--- config.mk ---
export PLATFORM = sky130hd
export DESIGN_NAME = sms_cell
export DESIGN_NICKNAME = d
export VERILOG_FILES = /design/src/hdl/sms_pkg.sv /design/src/hdl/sms_cell.sv
export SDC_FILE = /design/constraint.sdc
export NUM_CORES = 1
export LEC_CHECK = 0
export BUFFER_PORTS_ARGS = -buffer_cell sky130_fd_sc_hd__buf_2
export CAP_MARGIN = 20
export CELL_PAD_IN_SITES_DETAIL_PLACEMENT = 0
export CELL_PAD_IN_SITES_GLOBAL_PLACEMENT = 1
export CORE_AREA = 2 2 202 204
export CTS_CLUSTER_SIZE = 25
export DETAILED_ROUTE_END_ITERATION = 6
export DIE_AREA = 0 0 204 206
export PLACE_DENSITY = 0.53
export SETUP_SLACK_MARGIN = 0.02
export SLEW_MARGIN = 20
export SYNTH_ARGS = -nofsm -noshare
export SYNTH_HDL_FRONTEND = slang
export SYNTH_SLANG_ARGS = --single-unit
--- constraint.sdc ---
create_clock -name clk -period 10.04 [get_ports clk]
set_input_delay 1.506 -clock clk [delete_from_list [all_inputs] [get_ports clk]]
set_output_delay 1.506 -clock clk [all_outputs]
set_load 0.1 [all_outputs]
--- src/hdl/sms_pkg.sv ---
// Shared types, sizes and helpers for the sparse matrix tuple store.
// Depends on nothing; every other file imports it.
`default_nettype none

package sms_pkg;

  localparam int CAPACITY   = 256;
  localparam int INDEX_BITS = 16;
  localparam int KEY_W      = 2 * INDEX_BITS;
  localparam int VALUE_W    = 64;
  localparam int CNT_W      = $clog2(CAPACITY + 1);
  localparam int POS_W      = 8;
  localparam int CMP_W      = (CNT_W > POS_W) ? CNT_W : POS_W;
  localparam int RED_FANIN  = 8;

  function automatic int red_levels(int n);
    int lv;
    int span;
    lv   = 0;
    span = 1;
    while (span < n) begin
      span = span * RED_FANIN;
      lv++;
    end
    return (lv < 1) ? 1 : lv;
  endfunction

  localparam int RED_LEVELS = red_levels(CAPACITY);
  localparam int LVL_W      = (RED_LEVELS > 1) ? $clog2(RED_LEVELS) : 1;

  // number of nodes on a level of the hit tree; level 0 is the cells
  function automatic int lvl_size(int l);
    int s;
    s = CAPACITY;
    for (int k = 0; k < l; k++) begin
      s = (s + RED_FANIN - 1) / RED_FANIN;
    end
    return s;
  endfunction

  localparam logic [VALUE_W-1:0] VAL_MAX = {1'b0, {(VALUE_W-1){1'b1}}};
  localparam logic [VALUE_W-1:0] VAL_MIN = {1'b1, {(VALUE_W-1){1'b0}}};

  typedef enum logic [1:0] {
    FUNC_GET  = 2'd0,
    FUNC_SET  = 2'd1,
    FUNC_ACC  = 2'd2,
    FUNC_READ = 2'd3
  } func_t;

  typedef enum logic [1:0] {
    ST_OK    = 2'd0,
    ST_FULL  = 2'd1,
    ST_RANGE = 2'd2,
    ST_SAT   = 2'd3
  } status_t;

  typedef struct packed {
    func_t              func;
    logic [15:0]        row;
    logic [15:0]        col;
    logic signed [63:0] value;
    logic [7:0]         position;
  } req_t;

  typedef struct packed {
    logic signed [63:0] value_out;
    logic [15:0]        row_out;
    logic [15:0]        col_out;
    logic [8:0]         entry_count;
    status_t            status;
  } rsp_t;

  typedef enum logic [2:0] {
    CELL_HOLD    = 3'd0,
    CELL_COMPARE = 3'd1,
    CELL_UPDATE  = 3'd2,
    CELL_INSERT  = 3'd3,
    CELL_DELETE  = 3'd4
  } cell_op_t;

  typedef struct packed {
    logic [KEY_W-1:0]   key;
    logic [VALUE_W-1:0] value;
  } entry_t;

  typedef struct packed {
    logic   found;
    entry_t entry;
  } hit_t;

  localparam int HIT_W = $bits(hit_t);

  typedef struct packed {
    cell_op_t           op;
    logic [KEY_W-1:0]   key;
    logic [VALUE_W-1:0] value;
    logic               read_at;
    logic [POS_W-1:0]   pos;
    logic [CNT_W-1:0]   count;
  } cell_ctl_t;

  typedef enum logic [1:0] {
    S_IDLE,
    S_COMPARE,
    S_GATHER,
    S_APPLY
  } state_t;

  function automatic logic [KEY_W-1:0] make_key(logic [15:0] row, logic [15:0] col);
    logic [KEY_W-1:0] k;
    k = '0;
    for (int b = 0; b < INDEX_BITS && b < 16; b++) begin
      k[b]              = col[b];
      k[INDEX_BITS + b] = row[b];
    end
    return k;
  endfunction

  function automatic logic [15:0] key_row(logic [KEY_W-1:0] k);
    logic [15:0] r;
    r = '0;
    for (int b = 0; b < INDEX_BITS && b < 16; b++) begin
      r[b] = k[INDEX_BITS + b];
    end
    return r;
  endfunction

  function automatic logic [15:0] key_col(logic [KEY_W-1:0] k);
    logic [15:0] c;
    c = '0;
    for (int b = 0; b < INDEX_BITS && b < 16; b++) begin
      c[b] = k[b];
    end
    return c;
  endfunction

endpackage

`default_nettype wire

--- src/hdl/sms_cell.sv ---
// One slot of the sorted entry chain: holds a key and value, compares, shifts.
// Depends on sms_pkg.
`default_nettype none

module sms_cell import sms_pkg::*; (
  input  logic             clk,
  input  logic [CNT_W-1:0] idx,
  input  cell_ctl_t        ctl,
  input  logic             left_less,
  input  entry_t           left_entry,
  input  entry_t           right_entry,
  output logic             less,
  output entry_t           entry,
  output hit_t             hit_data
);

  logic hit;
  logic valid;
  logic pos_match;

  always_comb begin
    valid     = idx < ctl.count;
    pos_match = CMP_W'(ctl.pos) == CMP_W'(idx);
    hit_data  = hit ? hit_t'{found: 1'b1, entry: entry} : '0;
  end

  always_ff @(posedge clk) begin
    case (ctl.op)
      CELL_COMPARE: begin
        less <= valid && (entry.key < ctl.key);
        hit  <= ctl.read_at ? (valid && pos_match) : (valid && (entry.key == ctl.key));
      end
      CELL_UPDATE: begin
        if (hit) entry.value <= ctl.value;
      end
      CELL_INSERT: begin
        // take the new entry at the insert point, the left neighbor beyond it
        if (!less) entry <= left_less ? entry_t'{key: ctl.key, value: ctl.value} : left_entry;
      end
      CELL_DELETE: begin
        if (!less) entry <= right_entry;
      end
      default: ;
    endcase
  end

endmodule

`default_nettype wire

# Word level (Yosys, flattened, before mapping)
# Cells that the tools add are included.
# Widths: inputs -> output; s select.
[classes] magnitude_cmp=2 reduce_logical=7 n_eq_ne=9 mux=8
[ops] op="$mux 96" n=3
[ops] op="$pmux 64 s3" n=1
[ops] op="$mux 97" n=1
[ops] op="$mux 64" n=1
[ops] op="$pmux 32 s2" n=1
[ops] op="$eq 32x32->1" n=1
[ops] op="$lt 32x32->1" n=1
[ops] op="$eq 8x9->1" n=1
[ops] op="$lt 9x9->1" n=1
[ops] op="$eq 3x2->1 const B" n=2
[ops] op="$ne 2x2->1 const B" n=3
[ops] op="$reduce_and 4->1" n=1
[ops] op="$eq 3x1->1 const B" n=1
[ops] op="$eq 3x3->1 const B" n=1
[ops] op="$logic_and 1x1->1" n=3
[ops] op="$reduce_and 3->1" n=1
[ops] op="$reduce_bool 3->1" n=1
[ops] op="$reduce_bool 2->1" n=1
[ops] op="$mux 1" n=1
[totals] output_inout_bits=194 in_bits=320 elab_cells=30 ff_bits=98

# Logic depth before layout (Yosys ltp)
# Gate-level depths: netlist (run 1).
[logic_depth] depth_word=3 ltp_mapped=7 depth_no_buf=7

# Worst setup path before layout (run 1)
# Ideal clock, no wire load.
[synth_path] kind="in2reg" startpoint="input ctl[115] (netlist bit)" endpoint="register entry[0] (netlist bit), enable pin" setup_ns=0.494 setup_slack_ns=4.787 path_stages=2 arrival_ns=4.759 cell_sequence="or3_1 o21ai_1"
[synth_between] elab_chain_cells=3
[synth_rtl] element="start: declaration" line="sms_cell.sv:8" text="input cell_ctl_t ctl,"
[synth_rtl] element="$eq 3x2->1 / $eq 3x3->1 (equally long branches)" line="sms_cell.sv:28" text="case (ctl.op)"
[synth_rtl] element="$ne 2x2->1 (no line) / $reduce_bool 3->1 (equally long branches)"
[synth_rtl] element="$reduce_and 4->1 (no line) (*)"
[synth_rtl] element="end signal: assignment" line="sms_cell.sv:38" text="if (!less) entry <= left_less ? entry_t'{key: ctl.key, value: ctl.value} : left_entry;"
[synth_rtl] element="end signal: assignment" line="sms_cell.sv:41" text="if (!less) entry <= right_entry;"
[synth_rtl] element="end: declaration" line="sms_cell.sv:13" text="output entry_t entry,"
# Mark *: on every way between the ends. The rest lies on a longest branch, timed or not.
# A chain may end at the register's enable or synchronous reset.

# Worst setup path in the final report (run 1)
[layout_path] startpoint="input ctl[115] (netlist bit)" endpoint="register entry[32] (netlist bit) (data pin)"
[layout_between] elab_chain_cells=2
[layout_rtl] element="$eq 3x3->1 / $eq 3x2->1 (equally long branches)" line="sms_cell.sv:28"
[layout_rtl] element="$pmux 64 s3 (*)" line="sms_cell.sv:28"
# Marked as above.

==> reports/metrics.yaml, run 1 <==
crit_type: "primary input to flop"
regToRegStartpoint: "hit"
track_usage: 0.136
place_ws_ns: 5.83
vdd_drop_max_uv: 80.9
top_layer_used: "met5"
port-buffer-count: 513
wire_per_inst_um: 17.5
cts_tree: "done"
drt_iter0_markers: 203
crit_required_ns: 10.16
nNetsFinal: 1539
wl_met3_um: 2110
die_width_um: 204
crit_chain: "buf_2, nor3_4, buf_4, buf_4, nor2_4, buf_4, nand2_1, nand2_1"
power.leakage_nw: 4.92
tightest_slew_ns: 0.982
startpoint_type: "primary input"
cap_violations: 0
crit_fanout: 86
cp-end-kind: "flop"
drc: 0
ff2ff_path_depth: 4
status: "complete, no violations"
crit_arrival_ns: 3.81
initial_core_util: 0.163
wl_um: 30000
ctsHtreeMaxLevel: 3
rsz0062_at_grt: "false"
wl_met1_um: 12300
synth_top_family_by_area: "simple AND/OR/NAND/NOR gates"
hp-start: "entry[87]"
ant_nets: 0
post_cts_resized: 0
synth_compound_area_frac: 0.129
grt_overflow: 0
yosys_warnings: 0
clock_latency_ns: 0.37
period_share: 0.368
fin_worst_skew_ns: 0.00744
synth_xor_area_frac: 0.0107
syn_avg_cell_area_um2: 9.53
r2r_end: "entry[39]"
cts.path.max_buffers: 2
grt_max_degree: 87
seq_area_frac_synth: 0.449
synthArstFlopShare: 0
ys.flop_type: "edfxtp_1"
pin_count: 514
r2r_slack_ns: 7.72
antenna_found_initial: 2
syn_nets: 1048
synth_edf_count: 98
cpMaxStageDelayCell: "buf_4"
report.final.setup_viol: 0
critPathMostFrequentCell: "buf_4"
vias: 6895
crit_end: "entry[32]"
final_cell_mix: "buf_2 (513), nand2_1 (170), edfxtp_1 (98), and2_1 (96), a22oi_1 (64)"
dp_hpwl_um: 24500
slew_viol_final: 0
synth-simple-area-share: 0.224
ys_ff_latch: 98
area_delta_synth_final_pct: 52.5
final_common_cell: "buf_2"
synth_area_um2: 6550
cts.sink_count: 98
startpoint: "ctl[115]"
grt_pass1_wl_um: 41800
dr.pass1.iters: 5
rows: 74
grt_pass1_vias: 6708
clk_pin_slew_ns: 0.07
slowest_delay_ns: 0.80
powerDensity_nw_per_um2: 150
routed-wl-met2_um: 15300
postSynthCellCount: 688
dieArea_um2: 42000
core_area_um2: 40200
cts_root_buf: "clkbuf_16"
slew_headroom: 0.345
finalCriticalPeriod_ns: 3.69
synth_cell_types: 39
setup_tns_ns: 0
place_congestion: 0.798
fp.dieH_um: 206
finalPower_mw: 1.50
setup_slack_ns: 6.35
hold_ws_ns: 0.962
synthAdderAreaFrac: 0.0764
synth.area.mux_share: 0.0489
post_cts_buffers: 0
hp-class: "flop to flop"
numCtsBuffers: 9
max_freq_ghz: 0.271
routed_via_density: 4.02
finalHoldViolCount: 0
drive_gt1_frac: 0.460
hold_buffers: 0
==> synth_stat cells, drive strengths merged (12+ instances only) <==
cell type	count	share of area
o21ai	40	0.031
a22oi	64	0.073
clkbuf	12	0.0069
nand2	170	0.097
and2	96	0.092
inv	41	0.023
buf	30	0.032
edfxtp	98	0.45
a21oi	15	0.011
mux2i	32	0.049
ha	40	0.076
==> how the worst min path moves through the flow <==
stage                     depth (start not counted)    to
after floorplan                                   5   hit
after global placement                            4  less
after detailed placement                          4  less
after CTS                                         4  less
after global routing                              4  less
final                                             4  less
==> routing by layer <==
layer,vias up,global-route usage
met5,-,0
met4,2,0.0401
met3,19,0.0306
met2,316,0.243
met1,3161,0.162
li1,3397,-
==> cells by family (layout without fill, tap and decap cells) <==
family | Yosys count | in the layout
xor gates and xnor gates | 8 | 8
muxes | 32 | 32
DFF | 98 | 98
other | 0 | 1
adders and majority gates | 40 | 40
buffers and inverters | 83 | 579
and+or+nand+nor | 297 | 297
AOI/OAI and AO/OA | 130 | 130
==> worst max-delay path: cells and delay by family <==
family | cells | cell delay, ns
buffers and inverters | 4 | 1.72
AND/OR/NAND/NOR | 4 | 0.41
==> sequential cells by signal, summed over array words and instances (netlist names) <==
| signal | count |
|---|---|
| entry | 96 |
| hit | 1 |
| less | 1 |
==> final cells by class <==
type                    count  area [µm²]
fillers                  4517       30200
clock inverters             7         141
well taps                 532         666
inverters                  41         154
multi-input cells         507        3230
clock buffers               9         225
repair buffers            522        2640
flip-flops and latches     98        2940
diodes                      1        2.50
==> power breakdown <==
group	internal, mW	switching, mW	leakage (nW)
logic	0.125	0.440	3.83
registers	0.481	0.0156	0.913
clock network	0.269	0.169	0.176
==> per-stage QoR <==
step	utilization	std cells	cell area, µm²
2_1_floorplan	-	688	6550
3_3_place_gp	0.240	1700	9630
3_5_place_dp	0.240	1700	9630
4_1_cts	0.249	1716	9990
5_1_grt	0.249	1716	9990
6_report	0.249	1717	10000
No activity file was read; power rests on OpenSTA's default activity.
==> run 2: changes to the inputs <==
Settings changed: CORE_AREA 2 2 202 204 to 2 2 203 205, DIE_AREA 0 0 204 206 to 0 0 205 207, PLACE_DENSITY 0.53 to 0.55.
Clock period 10.04 ns to 3.19 ns, I/O delays scaled along.
==> run 2 against run 1 <==
  * Sequential share of layout area up 0.10 points
  * Critical path depth down 2
  * Sequential power rose to 3.1 times the previous value
  * Largest cell class unchanged
  * Flip-flop and latch count unchanged
  * Power rose to 3.0 times the previous value
  * Die area up 0.98%
  * Cell count up 0.12%
  * Global-route usage up 0.20 points
==> reports/metrics.yaml, run 2 (synthesized netlist as in run 1, its figures left out) <==
vdd_drop_max_uv: 248
track_usage: 0.138
grt_overflow: 0
tightest_slew_ns: 0.816
period_share: 0.733
cap_violations: 0
fillCellCount: 4542
max_freq_ghz: 0.428
rows: 74
cts.path.max_buffers: 2
power.leakage_nw: 4.89
clock_latency_ns: 0.37
post_cts_resized: 0
place_congestion: 0.777
finalCriticalPeriod_ns: 2.34
pin_count: 514
setup_tns_ns: 0
post_cts_buffers: 0
final_cell_mix: "buf_2 (513), nand2_1 (170), edfxtp_1 (98), and2_1 (96), a22oi_1 (64)"
grt_pass1_vias: 6968
cts_root_buf: "clkbuf_16"
crit_chain: "ha_1, nand4_1, nor3_2, nand4b_1, nor4_1, o22a_1"
initial_core_util: 0.162
clk_pin_slew_ns: 0.08
port-buffer-count: 513
cts.sink_count: 98
slew_headroom: 0.456
crit_type: "flop to flop"
die_width_um: 205
core_area_um2: 40400
hp-start: "ctl[29]"
routed_via_density: 4.01
crit_arrival_ns: 2.56
fp.dieH_um: 207
status: "complete, no violations"
nNetsFinal: 1539
finalPower_mw: 4.52
final_common_cell: "buf_2"
cp-end-kind: "flop"
fin_worst_skew_ns: 0.00738
dieArea_um2: 42400
cts_tree: "done"
rsz0062_at_grt: "false"
wl_um: 30300
drc: 0
dp_hpwl_um: 24300
whs_path_depth: 3
ant_nets: 0
crit_fanout: 3
top_regs: "entry: 96 flops, hit: 1 flops, less: 1 flops"
grt_max_degree: 129
hold_buffers: 0
vias: 6898
r2r_slack_ns: 0.85
ff2ff_path_depth: 6
drive_gt1_frac: 0.459
slowest_delay_ns: 0.48
powerDensity_nw_per_um2: 454
crit_required_ns: 3.41
drt_iter0_markers: 262
regToRegStartpoint: "entry[92]"
dr.pass1.iters: 4
holdPathEnd: "entry[11]"
startpoint_type: "flop"
r2r_end: "hit"
report.final.setup_viol: 0
grt_pass1_wl_um: 43400
ctsHtreeMaxLevel: 3
numCtsBuffers: 9
wire_per_inst_um: 17.6
hp-class: "primary input to flop"
largest_reg_flops: 96
area_delta_synth_final_pct: 52.0
slew_viol_final: 0
antenna_found_initial: 9
top_register: "entry"
finalHoldViolCount: 0
cpMaxStageDelayCell: "edfxtp_1"
[run 2: per-layer routing]
layer | vias to the layer above | global-route usage | part of all wire
li1 | 3394 | - | -
met1 | 3156 | 0.161 | 0.39
met2 | 310 | 0.246 | 0.51
met3 | 28 | 0.0398 | 0.078
met4 | 10 | 0.0337 | 0.013
met5 | - | 0 | 0.0024
[run 2: report_power, final]
| part | switching [mW] | internal (mW) | leakage [nW] |
|---|---|---|---|
| logic | 1.38 | 0.396 | 3.84 |
| clock network | 0.562 | 0.615 | 0.144 |
| registers | 0.0497 | 1.51 | 0.913 |
| total | 2.00 | 2.53 | 4.89 |
[run 2: per-stage QoR]
stage	cell area (µm²)	hold WS [ns]	std cells	util	setup slack (ns)
finish	9960	0.368	1719	0.247	0.851
global route	9960	0.346	1718	0.247	0.690
CTS	9950	0.332	1716	0.247	0.674
detailed placement	9650	0.748	1700	0.239	0.517
global placement	9650	0.747	1700	0.239	0.485
floorplan	6560	0.660	688	-	0.0895
[run 2: layout make-up]
cell class,count,area [µm²],area share
clock inverters,7,76.3,0.00766
repair buffers,522,2660,0.267
well taps,532,666,0.0668
clock buffers,9,225,0.0226
diodes,3,7.51,0.000754
flip-flops and latches,98,2940,0.295
multi-input cells,507,3230,0.324
inverters,41,154,0.0154
[run 2: critical path: cells and delay by family, from the launching register on]
family	cells	cell delay, ns
adder cells (fa/ha/maj)	1	0.34
flip-flops	1	0.48
AND/OR/NAND/NOR	4	1.15
AO/OA/AOI/OAI	1	0.23
[run 2: worst max path at each step]
stage | start | end | slack [ns] | cells past startpoint
after floorplan | less | entry[0] | 0.09 | 1
after global placement | ctl[113] | hit | 0.49 | 8
after detailed placement | ctl[113] | hit | 0.52 | 8
after CTS | entry[92] | hit | 0.67 | 6
after global routing | entry[92] | hit | 0.69 | 6
final | entry[92] | hit | 0.85 | 6
==> run 3: changes to the inputs <==
Settings changed: CORE_AREA 2 2 203 205 to 2 2 197 199, DIE_AREA 0 0 205 207 to 0 0 199 201.
Clock period 3.19 ns to 2.4 ns, I/O delays scaled along.
==> run 3 against run 2 <==
  * Power grew 32%
  * Sequential power grew 33%
  * Critical path depth shrank 3
  * Cell area is 0.84% higher
  * Via count shrank 0.61%
  * Worst setup slack got worse by 0.56 ns
  * Die area decreased by 5.7%
  * Register-to-register slack got worse by 0.53 ns
  * Hold slack worse by 0.11 ns
  * Core utilization increased by 1.7 points
  * Flip-flop and latch count unchanged
  * Cell count decreased by 0.64%
  * Highest routed layer is now met4
==> reports/metrics.yaml, run 3 (synthesized netlist as in run 1, its figures left out) <==
status: "complete, no violations"
dr.pass1.iters: 5
routed_via_density: 4.01
cp-end-kind: "primary output"
fp.dieH_um: 201
final_cell_mix: "buf_2 (511), nand2_1 (170), edfxtp_1 (98), and2_1 (96), a22oi_1 (64)"
ant_nets: 0
wl_um: 30200
final_common_cell: "buf_2"
power.leakage_nw: 4.94
core_area_um2: 38100
pin_count: 514
holdPathEnd: "entry[24]"
port-buffer-count: 513
regToRegStartpoint: "entry[94]"
cts.path.max_buffers: 2
vdd_drop_max_uv: 320
grt_pass1_vias: 6901
nNetsFinal: 1540
report.final.setup_viol: 0
fillCellCount: 4275
finalPower_mw: 5.95
crit_type: "flop to primary output"
vias: 6856
r2r_end: "hit"
startpoint_type: "flop"
period_share: 0.878
drive_gt1_frac: 0.461
r2r_slack_ns: 0.32
slew_headroom: 0.471
hp-class: "primary input to flop"
largest_reg_flops: 96
top_register: "entry"
cpMaxStageDelayCell: "edfxtp_1"
clock_latency_ns: 0.37
cts.sink_count: 98
post_cts_resized: 0
ctsHtreeMaxLevel: 3
crit_fanout: 50
hp-start: "ctl[42]"
dieArea_um2: 40000
cap_violations: 0
ff2ff_path_depth: 6
slew_viol_final: 0
place_congestion: 0.800
tightest_slew_ns: 0.792
track_usage: 0.146
fin_worst_skew_ns: 0.0102
dp_hpwl_um: 24600
initial_core_util: 0.172
cts_tree: "done"
rsz0062_at_grt: "false"
area_delta_synth_final_pct: 53.3
antenna_found_initial: 7
powerDensity_nw_per_um2: 592
grt_overflow: 0
drc: 0
slowest_delay_ns: 0.49
cp_num_buf_inv: 2
numCtsBuffers: 9
drt_iter0_markers: 238
post_cts_buffers: 0
cts_root_buf: "clkbuf_16"
grt_max_degree: 78
top_regs: "entry: 96 flops, hit: 1 flops, less: 1 flops"
crit_arrival_ns: 1.75
finalHoldViolCount: 0
hold_ws_ns: 0.255
hold_buffers: 0
wire_per_inst_um: 17.7
crit_family: "buffers and inverters"
final_core_util: 0.264
rows: 72
grt_pass1_wl_um: 43000
crit_required_ns: 2.04
clk_pin_slew_ns: 0.08
die_width_um: 199
crit_chain: "buf_12, and2_1, buf_2"
max_freq_ghz: 0.475
finalCriticalPeriod_ns: 2.11
whs_path_depth: 3
[run 3: final cells by class]
cell class / instances / area [µm²] / share of cell area
clock buffer: 9 / 225 / 0.0224
clock inverter: 7 / 60.1 / 0.00598
sequential: 98 / 2940 / 0.293
timing repair buffer: 523 / 2770 / 0.276
tap: 518 / 648 / 0.0645
antenna: 5 / 12.5 / 0.00125
multi-input combinational: 507 / 3230 / 0.322
inverter: 41 / 154 / 0.0153
[run 3: through the flow]
stage	area, µm²	setup TNS (ns)	instances	setup slack (ns)
after floorplan	6570	-5.00	688	-0.0781
after global placement	9750	0	1687	0.189
after detailed placement	9750	0	1687	0.178
after CTS	10000	0	1703	0.238
after global routing	10000	0	1705	0.178
final	10000	0	1708	0.293
[run 3: worst reg2reg max path, stage by stage (launching register included)]
cell and delay, ns:
edfxtp_1 0.42, ha_1 0.35, nand4_1 0.12, nor3_2 0.26
nand4b_1 0.23, nor4_1 0.41, o22a_1 0.18
[run 3: power breakdown]
| group | switching (mW) | internal (mW) | total [mW] |
|---|---|---|---|
| logic | 1.84 | 0.545 | 2.39 |
| clock network | 0.755 | 0.726 | 1.48 |
| registers | 0.0661 | 2.01 | 2.08 |
| total | 2.66 | 3.28 | 5.95 |
[run 3: metal layers]
| metal | GRT usage | wire length, µm | vias to the layer above | part of all wire |
|---|---|---|---|---|
| li1 | - | - | 3410 | - |
| met1 | 0.171 | 12200 | 3109 | 0.40 |
| met2 | 0.266 | 15400 | 315 | 0.51 |
| met3 | 0.0348 | 2170 | 22 | 0.072 |
| met4 | 0.0354 | 418 | 0 | 0.014 |
| met5 | 0 | 0 | - | 0 |
[run 3: worst max path at each step]
stage | from | to | slack, ns | depth (start not counted)
final | hit | hit_data[6] | 0.29 | 3
after global routing | entry[94] | hit | 0.18 | 6
after CTS | entry[94] | hit | 0.24 | 6
after detailed placement | ctl[113] | hit | 0.18 | 8
after global placement | ctl[101] | hit | 0.19 | 8
after floorplan | less | entry[0] | -0.08 | 1
